File: config.mk
export PLATFORM = sky130hd
export DESIGN_NAME = smoothed_level_to_interval
export DESIGN_NICKNAME = d
export VERILOG_FILES = /design/src/slti_pkg.sv /design/src/slti_cfg.sv /design/src/slti_ctrl.sv /design/src/slti_dp.sv /design/src/smoothed_level_to_interval.sv
export SDC_FILE = /design/constraint.sdc
export NUM_CORES = 2
export LEC_CHECK = 0
export BUFFER_PORTS_ARGS = -buffer_cell sky130_fd_sc_hd__buf_2
export CORE_MARGIN = 2
export CORE_UTILIZATION = 45
export DETAILED_ROUTE_END_ITERATION = 8
export PLACE_DENSITY = 0.58
export SLEW_MARGIN = 20
export SYNTH_ARGS = -nofsm -noshare
export SYNTH_HDL_FRONTEND = slang
export SYNTH_SLANG_ARGS = --single-unit
File: constraint.sdc
create_clock -name clk -period 8.9 [get_ports clk]
set_input_delay 1.78 -clock clk [delete_from_list [all_inputs] [get_ports clk]]
set_output_delay 1.78 -clock clk [all_outputs]
set_load 0.01 [all_outputs]
File: src/slti_pkg.sv
// Shared types and constants for the smoothed level to interval block.
// No dependencies; the design files refer to this package by scoped names, the testbench imports it.
`default_nettype none

package slti_pkg;

	localparam int LEVEL_W    = 16;
	localparam int GAIN_W     = 16;
	localparam int Q12_W      = 13;
	localparam int WLEN_W     = 7;
	localparam int SPAN_W     = 16;
	localparam int IVL_W      = 17;
	localparam int CFG_IDX_W  = 3;
	localparam int CFG_DATA_W = 16;
	localparam int FRAC_BITS  = 12;

	localparam logic [Q12_W-1:0] ONE_Q12 = 13'd4096;

	localparam logic [CFG_IDX_W-1:0] REG_USE_MANUAL    = 3'd0;
	localparam logic [CFG_IDX_W-1:0] REG_MANUAL_LEVEL  = 3'd1;
	localparam logic [CFG_IDX_W-1:0] REG_GAIN          = 3'd2;
	localparam logic [CFG_IDX_W-1:0] REG_WINDOW_LEN    = 3'd3;
	localparam logic [CFG_IDX_W-1:0] REG_KEEP_FRACTION = 3'd4;
	localparam logic [CFG_IDX_W-1:0] REG_INTERVAL_SPAN = 3'd5;
	localparam logic [CFG_IDX_W-1:0] REG_INTERVAL_BASE = 3'd6;

	typedef struct packed {
		logic                      use_manual;
		logic signed [LEVEL_W-1:0] manual_level;
		logic [GAIN_W-1:0]         gain;
		logic [WLEN_W-1:0]         window_len;
		logic [Q12_W-1:0]          keep;
		logic [SPAN_W-1:0]         span;
		logic [SPAN_W-1:0]         base;
		logic                      window_clear;
	} cfg_t;

	typedef struct packed {
		logic capture;
		logic mul;
		logic update;
		logic div_step;
		logic limit;
		logic load_out;
	} cmd_t;

	typedef struct packed {
		logic div_done;
		logic out_free;
	} status_t;

endpackage

`default_nettype wire

File: src/slti_cfg.sv
// Configuration register file for the smoothed level to interval block.
// Depends on slti_pkg for register indexes and the cfg_t bundle.
`default_nettype none

module slti_cfg (
	input  wire logic                               clk,
	input  wire logic                               arst_n,
	input  wire logic                               cfg_write,
	input  wire logic [slti_pkg::CFG_IDX_W-1:0]     cfg_index,
	input  wire logic [slti_pkg::CFG_DATA_W-1:0]    cfg_data,
	output slti_pkg::cfg_t                          cfg
);

	logic                               use_manual_q;
	logic signed [slti_pkg::LEVEL_W-1:0] manual_level_q;
	logic [slti_pkg::GAIN_W-1:0]        gain_q;
	logic [slti_pkg::WLEN_W-1:0]        window_len_q;
	logic [slti_pkg::Q12_W-1:0]         keep_q;
	logic [slti_pkg::SPAN_W-1:0]        span_q;
	logic [slti_pkg::SPAN_W-1:0]        base_q;

	always_ff @(posedge clk or negedge arst_n) begin
		if (!arst_n) begin
			use_manual_q   <= 1'b1;
			manual_level_q <= 16'sd1229;
			gain_q         <= 16'd256;
			window_len_q   <= 7'd8;
			keep_q         <= 13'd3686;
			span_q         <= 16'd1000;
			base_q         <= 16'd300;
		end else if (cfg_write) begin
			unique case (cfg_index)
				slti_pkg::REG_USE_MANUAL:    use_manual_q   <= cfg_data[0];
				slti_pkg::REG_MANUAL_LEVEL:  manual_level_q <= $signed(cfg_data);
				slti_pkg::REG_GAIN:          gain_q         <= cfg_data;
				slti_pkg::REG_WINDOW_LEN:    window_len_q   <= cfg_data[slti_pkg::WLEN_W-1:0];
				slti_pkg::REG_KEEP_FRACTION: keep_q         <= cfg_data[slti_pkg::Q12_W-1:0];
				slti_pkg::REG_INTERVAL_SPAN: span_q         <= cfg_data;
				slti_pkg::REG_INTERVAL_BASE: base_q         <= cfg_data;
				default: ;
			endcase
		end
	end

	// The keep fraction saturates at 1.0; a window write empties the history.
	always_comb begin
		cfg.use_manual   = use_manual_q;
		cfg.manual_level = manual_level_q;
		cfg.gain         = gain_q;
		cfg.window_len   = window_len_q;
		cfg.keep         = (keep_q > slti_pkg::ONE_Q12) ? slti_pkg::ONE_Q12 : keep_q;
		cfg.span         = span_q;
		cfg.base         = base_q;
		cfg.window_clear = cfg_write && (cfg_index == slti_pkg::REG_WINDOW_LEN);
	end

endmodule

`default_nettype wire

File: src/slti_ctrl.sv
// Sequencing state machine for the smoothed level to interval block.
// Depends on slti_pkg for the command and status bundles.
`default_nettype none

module slti_ctrl (
	input  wire logic          clk,
	input  wire logic          arst_n,
	input  wire logic          in_valid,
	output logic               in_stall,
	input  wire slti_pkg::status_t status,
	output slti_pkg::cmd_t     cmd
);

	localparam logic [2:0] S_IDLE = 3'd0;
	localparam logic [2:0] S_MUL  = 3'd1;
	localparam logic [2:0] S_UPD  = 3'd2;
	localparam logic [2:0] S_DIV  = 3'd3;
	localparam logic [2:0] S_LIM  = 3'd4;
	localparam logic [2:0] S_OUT  = 3'd5;

	logic [2:0] state_q;
	logic [2:0] state_next;
	logic       accept;

	assign in_stall = (state_q != S_IDLE);
	assign accept   = in_valid && !in_stall;

	always_comb begin
		cmd.capture  = accept;
		cmd.mul      = (state_q == S_MUL);
		cmd.update   = (state_q == S_UPD);
		cmd.div_step = (state_q == S_DIV);
		cmd.limit    = (state_q == S_LIM);
		cmd.load_out = (state_q == S_OUT) && status.out_free;
	end

	always_comb begin
		state_next = state_q;
		unique case (state_q)
			S_IDLE: if (accept) state_next = S_MUL;
			S_MUL:  state_next = S_UPD;
			S_UPD:  state_next = S_DIV;
			S_DIV:  if (status.div_done) state_next = S_LIM;
			S_LIM:  state_next = S_OUT;
			S_OUT:  if (status.out_free) state_next = S_IDLE;
			default: state_next = S_IDLE;
		endcase
	end

	always_ff @(posedge clk or negedge arst_n) begin
		if (!arst_n) begin
			state_q <= S_IDLE;
		end else begin
			state_q <= state_next;
		end
	end

	a_accept_starts: assert property (@(posedge clk) disable iff (!arst_n)
		accept |=> state_q == S_MUL)
		else $error("accepted item did not start the multiply step");

	a_load_returns_idle: assert property (@(posedge clk) disable iff (!arst_n)
		cmd.load_out |=> state_q == S_IDLE)
		else $error("result load did not return the sequencer to idle");

	a_state_known: assert property (@(posedge clk) disable iff (!arst_n)
		state_q <= S_OUT)
		else $error("sequencer left the set of defined states");

endmodule

`default_nettype wire

File: src/slti_dp.sv
// Datapath: level scaling, history memory, running sum, restoring radix-2 divider,
// decay limit, interval and the output register. Depends on slti_pkg.
`default_nettype none

module slti_dp #(
	parameter int MAX_WINDOW = 64
) (
	input  wire logic                               clk,
	input  wire logic                               arst_n,
	input  wire slti_pkg::cfg_t                     cfg,
	input  wire slti_pkg::cmd_t                     cmd,
	output slti_pkg::status_t                       status,
	input  wire logic signed [slti_pkg::LEVEL_W-1:0] level_sample,
	input  wire logic                               out_stall,
	output logic                                    out_valid,
	output logic [slti_pkg::Q12_W-1:0]              clamped_level,
	output logic [slti_pkg::Q12_W-1:0]              smoothed_level,
	output logic [slti_pkg::IVL_W-1:0]              beat_interval
);

	localparam int WIN_W  = $clog2(MAX_WINDOW + 1);
	localparam int IDX_W  = (MAX_WINDOW > 1) ? $clog2(MAX_WINDOW) : 1;
	localparam int SUM_W  = slti_pkg::Q12_W + WIN_W;
	localparam int DC_W   = $clog2(SUM_W);
	localparam int PROD_W = slti_pkg::LEVEL_W + slti_pkg::GAIN_W + 1;
	localparam int FPR_W  = 2 * slti_pkg::Q12_W;
	localparam int SPR_W  = slti_pkg::Q12_W + slti_pkg::SPAN_W;

	logic signed [slti_pkg::LEVEL_W-1:0] level_q;
	logic [slti_pkg::Q12_W-1:0]          clamped_q;
	logic [slti_pkg::Q12_W-1:0]          old_q;
	logic [SUM_W-1:0]                    sum_q;
	logic [WIN_W-1:0]                    count_q;
	logic [IDX_W-1:0]                    slot_q;
	logic [slti_pkg::Q12_W-1:0]          prev_q;
	logic [SUM_W-1:0]                    dq_q;
	logic [WIN_W-1:0]                    rem_q;
	logic [DC_W-1:0]                     dcnt_q;
	logic                                out_valid_q;
	logic [slti_pkg::Q12_W-1:0]          clamped_out_q;
	logic [slti_pkg::Q12_W-1:0]          smoothed_out_q;
	logic [slti_pkg::IVL_W-1:0]          interval_out_q;

	logic [slti_pkg::Q12_W-1:0] hist_mem [MAX_WINDOW];

	logic [WIN_W-1:0]                win;
	logic signed [PROD_W-1:0]        prod;
	logic [PROD_W-9:0]               prod_shr;
	logic [slti_pkg::Q12_W-1:0]      clamp_next;
	logic                            full;
	logic [SUM_W-1:0]                sum_next;
	logic [WIN_W-1:0]                count_next;
	logic [WIN_W:0]                  slot_inc;
	logic [IDX_W-1:0]                slot_next;
	logic [WIN_W:0]                  rem_sh;
	logic [WIN_W:0]                  rem_sub;
	logic                            q_bit;
	logic [FPR_W-1:0]                floor_prod;
	logic [FPR_W-slti_pkg::FRAC_BITS-1:0] floor_val;
	logic [slti_pkg::Q12_W-1:0]      avg_next;
	logic [SPR_W-1:0]                span_prod;
	logic [slti_pkg::IVL_W-1:0]      interval_next;

	// Effective window: zero counts as one, long windows saturate.
	always_comb begin
		if (cfg.window_len == '0) begin
			win = WIN_W'(1);
		end else if (int'(cfg.window_len) > MAX_WINDOW) begin
			win = WIN_W'(MAX_WINDOW);
		end else begin
			win = WIN_W'(cfg.window_len);
		end
	end

	// Scaling: exact product, negative or zero gives level zero, then saturate at 1.0.
	assign prod     = level_q * $signed({1'b0, cfg.gain});
	assign prod_shr = prod[PROD_W-1:8];
	always_comb begin
		if (prod <= 0) begin
			clamp_next = '0;
		end else if (prod_shr > (PROD_W-8)'(slti_pkg::ONE_Q12)) begin
			clamp_next = slti_pkg::ONE_Q12;
		end else begin
			clamp_next = prod_shr[slti_pkg::Q12_W-1:0];
		end
	end

	// Window update; the oldest level leaves once the window is full.
	assign full       = (count_q >= win);
	assign sum_next   = sum_q - (full ? SUM_W'(old_q) : SUM_W'(0)) + SUM_W'(clamped_q);
	assign count_next = full ? win : count_q + 1'b1;
	assign slot_inc   = (WIN_W+1)'(slot_q) + 1'b1;
	assign slot_next  = (slot_inc >= (WIN_W+1)'(win)) ? '0 : slot_q + 1'b1;

	// One restoring division step per cycle; dq_q shifts the dividend out
	// and the quotient in.
	assign rem_sh  = {rem_q, dq_q[SUM_W-1]};
	assign q_bit   = (rem_sh >= {1'b0, count_q});
	assign rem_sub = rem_sh - {1'b0, count_q};

	assign floor_prod = prev_q * cfg.keep;
	assign floor_val  = floor_prod[FPR_W-1:slti_pkg::FRAC_BITS];
	assign avg_next   = (dq_q < SUM_W'(floor_val)) ?
		floor_val[slti_pkg::Q12_W-1:0] : dq_q[slti_pkg::Q12_W-1:0];

	assign span_prod     = (slti_pkg::ONE_Q12 - prev_q) * cfg.span;
	assign interval_next = slti_pkg::IVL_W'(cfg.base) +
		span_prod[SPR_W-1:slti_pkg::FRAC_BITS];

	always_ff @(posedge clk) begin
		if (cmd.update) begin
			hist_mem[slot_q] <= clamped_q;
		end
		if (cmd.mul) begin
			old_q <= hist_mem[slot_q];
		end
	end

	always_ff @(posedge clk) begin
		if (cmd.capture) begin
			level_q <= cfg.use_manual ? cfg.manual_level : level_sample;
		end
		if (cmd.mul) begin
			clamped_q <= clamp_next;
		end
		if (cmd.update) begin
			dq_q   <= sum_next;
			rem_q  <= '0;
			dcnt_q <= '0;
		end else if (cmd.div_step) begin
			dq_q   <= {dq_q[SUM_W-2:0], q_bit};
			rem_q  <= q_bit ? rem_sub[WIN_W-1:0] : rem_sh[WIN_W-1:0];
			dcnt_q <= dcnt_q + 1'b1;
		end
		if (cmd.load_out) begin
			clamped_out_q  <= clamped_q;
			smoothed_out_q <= prev_q;
			interval_out_q <= interval_next;
		end
	end

	always_ff @(posedge clk or negedge arst_n) begin
		if (!arst_n) begin
			sum_q   <= '0;
			count_q <= '0;
			slot_q  <= '0;
		end else if (cfg.window_clear) begin
			sum_q   <= '0;
			count_q <= '0;
			slot_q  <= '0;
		end else if (cmd.update) begin
			sum_q   <= sum_next;
			count_q <= count_next;
			slot_q  <= slot_next;
		end
	end

	always_ff @(posedge clk or negedge arst_n) begin
		if (!arst_n) begin
			prev_q <= '0;
		end else if (cmd.limit) begin
			prev_q <= avg_next;
		end
	end

	always_ff @(posedge clk or negedge arst_n) begin
		if (!arst_n) begin
			out_valid_q <= 1'b0;
		end else if (cmd.load_out) begin
			out_valid_q <= 1'b1;
		end else if (!out_stall) begin
			out_valid_q <= 1'b0;
		end
	end

	assign status.div_done = (dcnt_q == DC_W'(SUM_W - 1));
	assign status.out_free = !out_valid_q || !out_stall;

	assign out_valid      = out_valid_q;
	assign clamped_level  = clamped_out_q;
	assign smoothed_level = smoothed_out_q;
	assign beat_interval  = interval_out_q;

	a_divisor_valid: assert property (@(posedge clk) disable iff (!arst_n)
		cmd.div_step |-> (count_q != '0) && (count_q <= win))
		else $error("divider running with an empty or oversized count");

	a_quotient_range: assert property (@(posedge clk) disable iff (!arst_n)
		cmd.limit |-> dq_q <= SUM_W'(slti_pkg::ONE_Q12))
		else $error("window average exceeds full scale");

	a_output_range: assert property (@(posedge clk) disable iff (!arst_n)
		out_valid_q |-> (clamped_out_q <= slti_pkg::ONE_Q12) &&
			(smoothed_out_q <= slti_pkg::ONE_Q12))
		else $error("output level exceeds full scale");

endmodule

`default_nettype wire

File: src/smoothed_level_to_interval.sv
// Top level of the smoothed level to interval block.
// Depends on slti_pkg, slti_cfg, slti_ctrl and slti_dp.
`default_nettype none

//  channel   direction  handshake            payload
//  input     in         in_valid / in_stall  level_sample (s16, Q4.12)
//  output    out        out_valid/out_stall  clamped_level, smoothed_level (u13),
//                                            beat_interval (u17)
//  config    in         cfg_write            cfg_index (3), cfg_data (16)
//
// The block takes one item at a time and keeps in_stall high from acceptance until the
// item's result is loaded into the output register; the one-bit-per-cycle divider that
// forms the window average sits between the window update and the decay limit.
// Reset is asynchronous and active low; it loads the register defaults and
// empties the window. The history memory needs no clearing pass.
// The result sits in an output register; a stalled result holds the block
// at its final step only once the next result is ready to load.

module smoothed_level_to_interval #(
	parameter int MAX_WINDOW = 64
) (
	input  wire logic                                clk,
	input  wire logic                                arst_n,
	input  wire logic                                in_valid,
	output logic                                     in_stall,
	input  wire logic signed [slti_pkg::LEVEL_W-1:0] level_sample,
	output logic                                     out_valid,
	input  wire logic                                out_stall,
	output logic [slti_pkg::Q12_W-1:0]               clamped_level,
	output logic [slti_pkg::Q12_W-1:0]               smoothed_level,
	output logic [slti_pkg::IVL_W-1:0]               beat_interval,
	input  wire logic                                cfg_write,
	input  wire logic [slti_pkg::CFG_IDX_W-1:0]      cfg_index,
	input  wire logic [slti_pkg::CFG_DATA_W-1:0]     cfg_data
);

	// Register values as the datapath sees them, with saturation applied.
	slti_pkg::cfg_t    cfg;
	// Step commands from the sequencer and the datapath's replies.
	slti_pkg::cmd_t    cmd;
	slti_pkg::status_t status;

	slti_cfg u_cfg (
		.clk       (clk),
		.arst_n    (arst_n),
		.cfg_write (cfg_write),
		.cfg_index (cfg_index),
		.cfg_data  (cfg_data),
		.cfg       (cfg)
	);

	// The sequencer walks one item through capture, scaling, the window
	// update, the division, the decay limit and the output load.
	slti_ctrl u_ctrl (
		.clk      (clk),
		.arst_n   (arst_n),
		.in_valid (in_valid),
		.in_stall (in_stall),
		.status   (status),
		.cmd      (cmd)
	);

	slti_dp #(
		.MAX_WINDOW (MAX_WINDOW)
	) u_dp (
		.clk            (clk),
		.arst_n         (arst_n),
		.cfg            (cfg),
		.cmd            (cmd),
		.status         (status),
		.level_sample   (level_sample),
		.out_stall      (out_stall),
		.out_valid      (out_valid),
		.clamped_level  (clamped_level),
		.smoothed_level (smoothed_level),
		.beat_interval  (beat_interval)
	);

endmodule

`default_nettype wire

==> key figures <==
Clock network
  • CTS Hold Bufs: 0
  • CTS HTree Levels: 3
  • Skew-Pair Late Insertion Delay: roughly 0.73 ns
  • CTS Buffer Depth: 3
  • CTS tree: done
  • Worst-path clk slew: about 0.060 ns
  • Total CTS buffers: ~110
  • Clock sinks: roughly 1100
  • Root Buffer: clkbuf_16

Synth
  • Synth Register Bits: between 1000 and 1500
  • Top_reg_cell synth: edfxtp_1
  • Sequential fraction of the synthesis area: 0.487
  • Yosys cell types: 78
  • Yosys warning count: 0
  • Cell Area, Synth: between 0.06 and 0.07 sq mm
  • Syn Nets: roughly 6200
  • Number of synthesized flops with an enable pin: 937
  • Post-synth ARST share: 0.125
  • Post-synthesis cell count: approximately 5200
  • Avg Cell Area, Syn: 12.5 sq um

GRT
  • Grt ovf: 0
  • Number of global-route vias before repair: 42100
  • First-pass GRT wire length: 261 mm
  • Initial antenna violation count: 5
  • Tot GR Track Use: 0.233
  • Largest net degree at the start of global routing: 108

Die
  • Ports: 85
  • Die area: 0.148 sq mm
  • Die Wd: 385 um
  • Starting Density: 0.454
  • Die Height: 385 um
  • Row count: 139
  • Core Box Area: 0.144 sq mm

Layout
  • # fillers: 12600
  • Finished Core Util: 0.503
  • Nets: 6289
  • Final Cell Area: 0.0723 sq mm
  • Share of cells above drive strength 1: 0.117
  • Area growth syn-to-layout: 10.8%
  • Final Non-Filler Cells: 7363

STA
  • Period Utilization, post-route: 0.965
  • Max-slew violations: 0
  • Final worst slack: 0.308 ns
  • Slew @ Worst Pin: 1.23 ns
  • Min cycle time layout: 8.59 ns
  • Slew headroom: 0.170
  • RSZ-0062 raised after global routing: yes
  • Final setup vio count: 0
  • Max Clock Skew: 0.0486 ns
  • Final hold violation count: 0
  • Fmax: 116 MHz

Placed design
  • Dpl cells: 7157
  • Placed inst area: 0.0687 sq mm
  • Gpl congestion: between 0.8 and 0.9
  • Pre-CTS WS: -0.209 ns
  • Quantity of I/O buffers inserted on ports: 84
  • Final HPWL DP: 110 mm

Drt
  • Vias: 40800
  • Final ANT Viol Nets: 0
  • Post-DR wirelength/cell: approximately 23 um
  • DRT Pass-1 Iters: 5
  • Number of vias per cell: 5.55
  • First DRT Iteration DRCs: 3200
  • Routed WL: about 170 mm
  • Residual DRC count: 0

Critical path
  • Slowest library cell on the worst path: fa_1
  • Crit path top cell by count: fa_1
  • Startpoint types: flop
  • Arr. time, crit path: 9.06 ns
  • Crit path kind: reg2reg
  • Critical Path RT: 9.36 ns
  • Slowest stage delay, CP: 0.55 ns
  • Worst Setup End Kind: flop
  • Max Fanout on Critical Path: 5

Min path
  • Hold Crit Class: reg2reg

Run
  • Max-cap violation count: 0

Outcome
  • Outcome: finished clean
-- cell usage in the layout, fill, tap and decap left out, types with 18 or more instances in the layout --
cell	count
buf_4	168
and2_1	317
clkbuf_16	111
a31oi_1	84
a22oi_1	253
dfstp_2	26
a221oi_1	85
nand3_1	46
mux2_2	111
nand2b_1	30
a21o_1	42
xor2_1	35
o21ai_0	65
inv_1	747
clkbuf_1	34
nand2_1	461
ha_1	320
nor3_1	32
a21oi_1	111
nor2b_1	27
dfrtp_1	109
and3_1	40
nor2_1	106
a22o_1	85
clkinv_1	18
edfxtp_1	937
xnor2_1	79
nand4_1	34
fa_1	556
buf_2	83
mux2i_1	23
nor2_2	25
-- cells by family (layout without fill, tap and decap cells) --
logic type      Yosys count  in the layout  synth area share
compound gates          840            840            0.0931
xor+xnor                120            120            0.0165
fa+ha+maj               878            878             0.232
buf+inv                 990           1209            0.0570
flops                  1084           1084             0.487
mux                     134            134            0.0227
other cells               0              2                 0
simple gates           1193           1193            0.0911
-- cell usage after synthesis, drive strengths merged (78+ instances only) --
master / n / share of area
nand2: 461 / 0.027
mux2: 111 / 0.019
a22oi: 253 / 0.029
a221oi: 86 / 0.012
fa: 556 / 0.17
o21ai: 78 / 0.0062
ha: 322 / 0.062
a31oi: 85 / 0.0084
a22o: 85 / 0.011
nor2: 134 / 0.0077
xnor2: 82 / 0.011
inv: 747 / 0.043
clkbuf: 216 / 0.012
dfrtp: 109 / 0.042
edfxtp: 937 / 0.43
a21oi: 116 / 0.0090
and2: 317 / 0.030
-- final timing paths --
check | startpoint | slack (ns) | depth (start not counted) | to
worst max register to register | u_dp.prev_q[4] | 0.31 | 37 | u_dp.beat_interval[16]
min in group asynchronous | arst_n | 1.05 | 1 | u_cfg.base_q[13]
worst max-delay path | u_dp.prev_q[4] | 0.31 | 37 | u_dp.beat_interval[16]
worst min-delay path | u_dp.rem_q[4] | 0.50 | 2 | u_dp.rem_q[4]
worst min register to register | u_dp.rem_q[4] | 0.50 | 2 | u_dp.rem_q[4]
max in group asynchronous | arst_n | 6.62 | 3 | u_cfg.keep_q[1]
-- what timing repair did --
| action | CTS | global route |
|---|---|---|
| setup endpoints to repair | 2 | 15 |
| gates cloned | 0 | 0 |
| gates resized for setup | 4 | 31 |
| buffers inserted | 2 | 3 |
| pin swaps | 0 | 6 |
-- state kept, by name, summed over array words and instances (netlist names), 17 cells and up --
name                count
u_dp.beat_interval     17
u_dp.dq_q              20
u_dp.hist_mem         832
u_dp.sum_q             20
-- layout make-up --
| type | count | area, sq um | area share |
|---|---|---|---|
| Inverter | 748 | 2810 | 0.0388 |
| Clock inverter | 50 | 437 | 0.00604 |
| Timing Repair Buffer | 264 | 1920 | 0.0265 |
| Clock buffer | 147 | 2930 | 0.0406 |
| Multi-Input combinational cell | 3165 | 30000 | 0.415 |
| Antenna cell | 2 | 5.00 | 0.0000692 |
| Sequential cell | 1084 | 31800 | 0.440 |
| Tap cell | 1903 | 2380 | 0.0329 |
-- metrics by stage --
stage / setup TNS (ns) / hold WS [ns]
final: 0 / 0.498
after global placement: -0.237 / 0.481
after floorplan: 0 / 0.423
after CTS: 0 / 0.496
after detailed placement: -0.209 / 0.481
after global routing: -0.182 / 0.508
-- per-layer routing --
layer	part of all wire	track usage
met3	0.052	0.0278
met5	0	0
met1	0.43	0.322
met2	0.48	0.388
met4	0.031	0.0688
-- worst max-delay path, delay by kind of cell (launching register included) --
kind	cells	cell delay [ns]
fa+ha+maj	8	3.59
simple gates	12	2.03
compound gates	8	1.16
xor+xnor	3	0.63
buf+inv	6	0.55
flops	1	0.38
Power is left out: the tool's default activity adds up to more than one toggle a clock period on the data nets, which glitch-free logic cannot reach.
